File: src/rtl/pca_pkg.sv
// Package for the phase current auto-ranging block: field widths, gain limits,
// configuration register indexes and the packed stream item layouts.
// No dependencies.
`timescale 1ns / 1ps
`default_nettype none

package pca_pkg;

    // Converter reading and scale widths
    localparam int RAW_W   = 12;
    localparam int SCALE_W = 24;
    localparam int THR_W   = 12;
    localparam int OUT_W   = RAW_W + SCALE_W;  // 36-bit Q20.16 result
    localparam int CODE_W  = 3;

    // Gain code 0 is a gain of two, the top code a gain of 64
    localparam logic [CODE_W-1:0] TOP_GAIN_CODE = 3'd5;
    localparam logic [CODE_W-1:0] MIN_GAIN_CODE = 3'd0;

    // Configuration port
    localparam int CFG_ADDR_W = 3;
    localparam int CFG_DATA_W = SCALE_W;

    // Reset values of the thresholds
    localparam logic [THR_W-1:0] HALVE_THR_RST  = 12'd3584;
    localparam logic [THR_W-1:0] DOUBLE_THR_RST = 12'd512;

    typedef enum logic [CFG_ADDR_W-1:0] {
        CFG_HALVE_THR  = 3'd0,
        CFG_DOUBLE_THR = 3'd1,
        CFG_SWAP_V_W   = 3'd2,
        CFG_SUPPLY_SCL = 3'd3,
        CFG_CURRENT_SCL = 3'd4
    } t_cfg_idx;

    // Input sample set, first field in the low bits (48 bits, whole bytes)
    typedef struct packed {
        logic [RAW_W-1:0] phase_w_raw;
        logic [RAW_W-1:0] phase_v_raw;
        logic [RAW_W-1:0] phase_u_raw;
        logic [RAW_W-1:0] supply_raw;
    } t_in_item;

    localparam int IN_DATA_W  = $bits(t_in_item);
    localparam int RES_BITS   = 4 * OUT_W + 3 * CODE_W;
    localparam int OUT_DATA_W = ((RES_BITS + 7) / 8) * 8;

    // Result item, first field in the low bits, zero pad on top
    typedef struct packed {
        logic [OUT_DATA_W-RES_BITS-1:0] pad;
        logic [CODE_W-1:0]             gain_code_w;
        logic [CODE_W-1:0]             gain_code_v;
        logic [CODE_W-1:0]             gain_code_u;
        logic [OUT_W-1:0]              w_amps;
        logic [OUT_W-1:0]              v_amps;
        logic [OUT_W-1:0]              u_amps;
        logic [OUT_W-1:0]              supply_volts;
    } t_out_item;

endpackage

`default_nettype wire

File: src/rtl/phase_current_autorange.sv
// Top level of the phase current auto-ranging block: supply and phase current
// scaling with per-phase PGA gain tracking. Depends on pca_pkg.
`timescale 1ns / 1ps
`default_nettype none

//  channel   | direction | handshake                     | payload
//  ----------+-----------+-------------------------------+---------------------------------
//  s_axis    | in        | i_s_axis_tvalid/o_s_axis_tready | supply, U, V, W raw readings
//  m_axis    | out       | o_m_axis_tvalid/i_m_axis_tready | volts, 3 currents, 3 gain codes
//  cfg       | in        | i_cfg_we (no wait)            | index i_cfg_addr, i_cfg_wdata
//
// One sample set per cycle sustained while the output is not stalled; the result
// passes through the input register, then the result register, before it is
// offered. The four multipliers and the gain update sit between those two
// registers.
// Synchronous active-low reset clears the valid flags and gain codes (gain of two)
// and loads the configuration reset values. A stalled output holds its result;
// the input register still drains into it as soon as the result is taken.

module phase_current_autorange (
    input  wire                              i_clk,
    input  wire                              i_rst_n,
    // fields low to high: supply_raw, phase_u_raw, phase_v_raw, phase_w_raw
    input  wire  [pca_pkg::IN_DATA_W-1:0]    i_s_axis_tdata,
    input  wire                              i_s_axis_tvalid,
    output logic                             o_s_axis_tready,
    // fields low to high: supply_volts, u_amps, v_amps, w_amps,
    // gain_code_u, gain_code_v, gain_code_w, zero pad
    output logic [pca_pkg::OUT_DATA_W-1:0]   o_m_axis_tdata,
    output logic                             o_m_axis_tvalid,
    input  wire                              i_m_axis_tready,
    input  wire                              i_cfg_we,
    input  wire  [pca_pkg::CFG_ADDR_W-1:0]   i_cfg_addr,
    input  wire  [pca_pkg::CFG_DATA_W-1:0]   i_cfg_wdata
);

    // Configuration registers
    logic [pca_pkg::THR_W-1:0]   r_halve_thr;
    logic [pca_pkg::THR_W-1:0]   r_double_thr;
    logic                        r_swap_v_w;
    logic [pca_pkg::SCALE_W-1:0] r_supply_scale;
    logic [pca_pkg::SCALE_W-1:0] r_current_scale;

    // Pipeline registers
    logic                        r_in_valid;
    pca_pkg::t_in_item           r_in_item;
    logic                        r_out_valid;
    pca_pkg::t_out_item          r_out_item;
    pca_pkg::t_out_item          n_out_item;

    // Gain state, one code per physical phase
    logic [pca_pkg::CODE_W-1:0]  r_gain_u;
    logic [pca_pkg::CODE_W-1:0]  r_gain_v;
    logic [pca_pkg::CODE_W-1:0]  r_gain_w;
    logic [pca_pkg::CODE_W-1:0]  n_gain_u;
    logic [pca_pkg::CODE_W-1:0]  n_gain_v;
    logic [pca_pkg::CODE_W-1:0]  n_gain_w;

    logic                        out_free;
    logic                        advance;
    logic                        in_xfer;

    logic [pca_pkg::OUT_W-1:0]   cur_u;
    logic [pca_pkg::OUT_W-1:0]   cur_v;
    logic [pca_pkg::OUT_W-1:0]   cur_w;

    // Divide the scaled reading by the PGA gain 2^(code+1)
    function automatic logic [pca_pkg::OUT_W-1:0] scale_phase(
        input logic [pca_pkg::RAW_W-1:0]   raw,
        input logic [pca_pkg::SCALE_W-1:0] scl,
        input logic [pca_pkg::CODE_W-1:0]  code
    );
        logic [pca_pkg::OUT_W-1:0]    prod;
        logic [pca_pkg::CODE_W:0]     sh;
        prod = pca_pkg::OUT_W'(raw) * pca_pkg::OUT_W'(scl);
        sh   = {1'b0, code} + (pca_pkg::CODE_W+1)'(1);
        return prod >> sh;
    endfunction

    // Halve has priority; a blocked halve falls through to the double test
    function automatic logic [pca_pkg::CODE_W-1:0] next_gain(
        input logic [pca_pkg::RAW_W-1:0]  raw,
        input logic [pca_pkg::CODE_W-1:0] code,
        input logic [pca_pkg::THR_W-1:0]  hi_thr,
        input logic [pca_pkg::THR_W-1:0]  lo_thr
    );
        logic [pca_pkg::CODE_W-1:0] res;
        res = code;
        if (raw > hi_thr && code != pca_pkg::MIN_GAIN_CODE) begin
            res = code - pca_pkg::CODE_W'(1);
        end else if (raw < lo_thr && code < pca_pkg::TOP_GAIN_CODE) begin
            res = code + pca_pkg::CODE_W'(1);
        end
        return res;
    endfunction

    // Handshake: result register frees when taken, input register drains into it
    assign out_free        = !r_out_valid || i_m_axis_tready;
    assign advance         = r_in_valid && out_free;
    assign o_s_axis_tready = !r_in_valid || out_free;
    assign in_xfer         = i_s_axis_tvalid && o_s_axis_tready;

    // Scaling and gain update for the sample in the input register
    always_comb begin
        cur_u = scale_phase(r_in_item.phase_u_raw, r_current_scale, r_gain_u);
        cur_v = scale_phase(r_in_item.phase_v_raw, r_current_scale, r_gain_v);
        cur_w = scale_phase(r_in_item.phase_w_raw, r_current_scale, r_gain_w);

        n_gain_u = next_gain(r_in_item.phase_u_raw, r_gain_u, r_halve_thr, r_double_thr);
        n_gain_v = next_gain(r_in_item.phase_v_raw, r_gain_v, r_halve_thr, r_double_thr);
        n_gain_w = next_gain(r_in_item.phase_w_raw, r_gain_w, r_halve_thr, r_double_thr);

        n_out_item              = '0;
        n_out_item.supply_volts = pca_pkg::OUT_W'(r_in_item.supply_raw)
                                  * pca_pkg::OUT_W'(r_supply_scale);
        n_out_item.u_amps       = cur_u;
        n_out_item.v_amps       = r_swap_v_w ? cur_w : cur_v;
        n_out_item.w_amps       = r_swap_v_w ? cur_v : cur_w;
        n_out_item.gain_code_u  = n_gain_u;
        n_out_item.gain_code_v  = n_gain_v;
        n_out_item.gain_code_w  = n_gain_w;
    end

    // Configuration writes
    always_ff @(posedge i_clk) begin
        if (!i_rst_n) begin
            r_halve_thr     <= pca_pkg::HALVE_THR_RST;
            r_double_thr    <= pca_pkg::DOUBLE_THR_RST;
            r_swap_v_w      <= 1'b0;
            r_supply_scale  <= '0;
            r_current_scale <= '0;
        end else if (i_cfg_we) begin
            case (pca_pkg::t_cfg_idx'(i_cfg_addr))
                pca_pkg::CFG_HALVE_THR:   r_halve_thr     <= i_cfg_wdata[pca_pkg::THR_W-1:0];
                pca_pkg::CFG_DOUBLE_THR:  r_double_thr    <= i_cfg_wdata[pca_pkg::THR_W-1:0];
                pca_pkg::CFG_SWAP_V_W:    r_swap_v_w      <= i_cfg_wdata[0];
                pca_pkg::CFG_SUPPLY_SCL:  r_supply_scale  <= i_cfg_wdata;
                pca_pkg::CFG_CURRENT_SCL: r_current_scale <= i_cfg_wdata;
                default: ;
            endcase
        end
    end

    // Input register
    always_ff @(posedge i_clk) begin
        if (!i_rst_n) begin
            r_in_valid <= 1'b0;
        end else if (in_xfer) begin
            r_in_valid <= 1'b1;
        end else if (advance) begin
            r_in_valid <= 1'b0;
        end
    end

    always_ff @(posedge i_clk) begin
        if (in_xfer) begin
            r_in_item <= pca_pkg::t_in_item'(i_s_axis_tdata);
        end
    end

    // Result register and gain state move together
    always_ff @(posedge i_clk) begin
        if (!i_rst_n) begin
            r_out_valid <= 1'b0;
            r_gain_u    <= pca_pkg::MIN_GAIN_CODE;
            r_gain_v    <= pca_pkg::MIN_GAIN_CODE;
            r_gain_w    <= pca_pkg::MIN_GAIN_CODE;
        end else begin
            if (advance) begin
                r_out_valid <= 1'b1;
                r_gain_u    <= n_gain_u;
                r_gain_v    <= n_gain_v;
                r_gain_w    <= n_gain_w;
            end else if (i_m_axis_tready) begin
                r_out_valid <= 1'b0;
            end
        end
    end

    always_ff @(posedge i_clk) begin
        if (advance) begin
            r_out_item <= n_out_item;
        end
    end

    assign o_m_axis_tvalid = r_out_valid;
    assign o_m_axis_tdata  = r_out_item;

    // Gain codes stay in range
    a_gain_range: assert property (@(posedge i_clk) disable iff (!i_rst_n)
        r_gain_u <= pca_pkg::TOP_GAIN_CODE && r_gain_v <= pca_pkg::TOP_GAIN_CODE
        && r_gain_w <= pca_pkg::TOP_GAIN_CODE)
        else $error("gain code beyond top code");

    // Gain state only changes when a sample moves into the result register
    a_gain_hold: assert property (@(posedge i_clk) disable iff (!i_rst_n)
        !advance |=> ($stable(r_gain_u) && $stable(r_gain_v) && $stable(r_gain_w)))
        else $error("gain code changed without a sample");

    // A sample leaving the input register is offered on the output next cycle,
    // carrying the gain codes just stored
    a_result_offered: assert property (@(posedge i_clk) disable iff (!i_rst_n)
        advance |=> (o_m_axis_tvalid && r_out_item.gain_code_u == r_gain_u
        && r_out_item.gain_code_w == r_gain_w))
        else $error("result lost or gain codes mismatched");

endmodule

`default_nettype wire

File: config.mk
export PLATFORM = sky130hd
export DESIGN_NAME = phase_current_autorange
export DESIGN_NICKNAME = d
export VERILOG_FILES = /design/src/rtl/pca_pkg.sv /design/src/rtl/phase_current_autorange.sv
export SDC_FILE = /design/constraint.sdc
export NUM_CORES = 2
export LEC_CHECK = 0
export BUFFER_PORTS_ARGS = -buffer_cell sky130_fd_sc_hd__buf_2
export CAP_MARGIN = 20
export CORE_MARGIN = 1.5
export CORE_UTILIZATION = 32
export DETAILED_ROUTE_END_ITERATION = 8
export PLACE_DENSITY_LB_ADDON = 0.3
export RECOVER_POWER = 100
export SYNTH_ARGS = -nofsm -noshare
export SYNTH_HDL_FRONTEND = slang
export SYNTH_SLANG_ARGS = --single-unit
export TNS_END_PERCENT = 100
File: constraint.sdc
create_clock -name i_clk -period 17.7 [get_ports i_clk]
set_input_delay 5.31 -clock i_clk [delete_from_list [all_inputs] [get_ports i_clk]]
set_output_delay 5.31 -clock i_clk [all_outputs]
set_load 0.005 [all_outputs]
==> impl_metrics.ini <==
[outcome]
status = complete, but fails checks
violations = max-capacitance violations, max-slew violations

[global_route]
grt_pass1_vias = 40404
grt_pass1_wl_mm = 227
grt_use_total_pct = 17.6
antenna_found_initial = 14
overflow = 0
grt_max_degree = 90

[clocking]
numCtsBuffers = 35
cts_hold_buffers = 0
h-tree-depth = 2
cts_tree = built
post_cts.repair.setup_buffers = 0
cts_resized = 0
cts_root_buf = clkbuf_16
cts.path.max_buffers = 3
cts_sinks = 282
clkTransAtPathRegs_ps = 60
clock_latency_ps = 600

[timing]
fin_crit_ps = 13030
whs_ps = 471
setup_ws_ps = 4670
fin_crit_sh_pct = 73.6
rsz0062_at_grt = false
tns_ps = 0
fmax_ghz = 0.0768
hold_viol_final = 0
finalMaxSlewViolations = 355
clock-skew-final_ps = 24.5
maxSlewHeadroom_pct = -179
setup_viol = 0
worstMarginPinSlew_ps = 4190

[run]
max_cap_viol_count = 7

[drt]
num_vias = 38480
drc = 0
drtIter0Drc = 2398
final_antenna_net_count = 0
wl_mm = 142
drt_first_pass_iters = 5
routedWlPerCell_um = 18.0
routed_via_density = 4.86

[layout]
fin_area_um2 = 55900
drive_above_1_share_pct = 6.70
final_cell_mix = inv_1, nand2_1, fa_1
fillCellCount = 16421
fin_cells = 7911
multiInputGateArea_um2 = 38600
final_util_pct = 34.9
area_growth_pct = 8.54
nets = 7055
layout_commonest_cell = inv_1
register_area_um2 = 7630

[power_and_ir_drop]
peakVddDrop_mv = 0.0563
p_total_mw = 2.24
swShare_pct = 33.8
leakagePower_nw = 26.2
comb_power_share_pct = 28.8
internal-power_mw = 1.49
power.density_nw_per_um2 = 40.2
clockPowerShare_pct = 36.0
pwr-share-seq_pct = 35.2
power.switching_mw = 0.758

[place]
gp_congestion = 0.875
portBuffers = 231
dp_cells = 7840
detailedPlace.worstSlack_ps = 6530
place_area_um2 = 54700
dp_hpwl_mm = 108

[critical_path]
worstPathMaxFanout = 81
cp.required_ps = 18160
worstReg2RegStart = o_m_axis_tvalid
critPathCaptureType = register
crit_chain = buf_2, nor2b_1, nand2b_1, clkbuf_1, clkinvlp_2, clkbuf_1, clkbuf_1, nand4_1, a21boi_0, a31oi_1, nand3_1
cpPeakStageDelay_ps = 3090
crit_buf_inv = 5
cpMaxStageDelayCell = clkinvlp_2
criticalPathCategory = primary input to register
arrival_ps = 13490
cp-start-kind = primary input
critPathTopFamily = buffers and inverters
worstReg2RegEnd = r_gain_u[2]
reg2reg_depth = 10
worst_path_most_repeated_cell = clkbuf_1
r2r_slack_ps = 9160

[min_path]
hp-start = r_double_thr[2]
min_path_type = register to register
min_to = r_double_thr[2]
min_path_cells = 2

[synth]
synth-edff-count = 198
synthCells = 5696
seq_area_frac_synth_pct = 14.8
ys_seq_elements = 282
ys_top_cells_by_area = fa_1, edfxtp_1, ha_1, inv_1, nand2_1
yosys_warnings = 0
synth.avg_cell_area_um2 = 9.04
synth_cell_types = 96
yosys.area.top_type_share_pct = 34.2
syn_area_um2 = 51500
yosysTopAreaCell = fa_1
ys.flop_type = edfxtp_1
synthArstFlopShare_pct = 0

[floorplan]
initial_core_util_pct = 32.1
core_area_um2 = 160000
dieWidth_um = 404
die_height_um = 404
die_area_um2 = 163000
rows = 147
num_io_pins = 242
## cell type report
class | instances | area share (%)
clock inverters | 16 | 0.466
diodes | 4 | 0.0179
well taps | 2160 | 4.84
inverters | 1060 | 7.12
repair buffers | 313 | 3.07
flip-flops and latches | 282 | 13.7
clock buffers | 47 | 1.82
multi-input cells | 4029 | 69.0
## cell families (layout without fill, tap and decap cells)
kind of cell    Yosys count  count (layout)  share of synthesized area [%]
compound gates          656             656                           8.55
buf+inv                1394            1436                           10.3
xor+xnor                125             125                           2.13
flops                   282             282                           14.8
simple gates           1750            1750                           15.6
fa+ha+maj              1254            1254                           43.3
other cells               1              14                        0.00728
mux                     234             234                           5.32
## routing by layer
metal / vias up / track usage [%] / part of all wire, %
li1: 17768 / - / -
met1: 19572 / 22.8 / 42
met2: 963 / 30.7 / 49
met3: 171 / 2.24 / 5.5
met4: 6 / 4.76 / 2.9
met5: - / 0 / 0.027
## how the worst max path moves through the flow
stage | slack (ps) | startpoint | cells after the start | end
3_3_place_gp | 6490 | i_m_axis_tready | 4 | o_s_axis_tready
2_1_floorplan | 6810 | i_m_axis_tready | 2 | o_s_axis_tready
5_1_grt | 3820 | i_m_axis_tready | 11 | r_gain_u[2]
3_5_place_dp | 6530 | i_m_axis_tready | 4 | o_s_axis_tready
6_report | 4670 | i_m_axis_tready | 11 | r_gain_u[2]
4_1_cts | 6530 | i_m_axis_tready | 4 | o_s_axis_tready
## cell usage after synthesis (14+ instances only)
cell      instances
mux4_2           26
a21oi_1         161
nor2b_1          23
fa_1            880
a211oi_1         34
nand2_1        1039
o211ai_1         20
o21bai_1         15
a21o_1          106
o21ai_0          91
and2_1          386
nand3_1          38
dfxtp_1          84
ha_1            374
edfxtp_1        198
nor2_1          122
nand4_1          23
xnor2_1          85
o21a_1           25
buf_1            15
xor2_1           40
nand2b_1         25
inv_1          1053
mux2_2           55
mux2i_1         152
a21boi_0         78
nor3_1           25
and3_1           26
clkbuf_1        301
o21ai_1          14
## power groups by stage
stage	combinational (mW)	sequential (mW)	clock (mW)
finish	0.647	0.790	0.808
global route	0.724	0.794	0.846
CTS	0.652	0.791	0.832
detailed placement	0.646	0.804	0
global placement	0.638	0.805	0
floorplan	0.438	0.787	0
## worst reg2reg max path: stages, from the launching register on
cell	delay (ps)
dfxtp_1	310
nor2b_1	240
nand2b_1	170
clkbuf_1	970
clkinvlp_2	3100
clkbuf_1	1550
clkbuf_1	1250
nand4_1	420
a21boi_0	140
a31oi_1	160
nand3_1	120
## registers in the layout, summed over array words and instances, names as in the netlist, 3 cells and up
name             flops
r_current_scale     24
r_in_item           48
o_m_axis_tdata     150
r_supply_scale      24
r_gain_w             3
r_double_thr        12
r_gain_v             3
r_halve_thr         12
r_gain_u             3
Power figures use the tool's default switching activity.
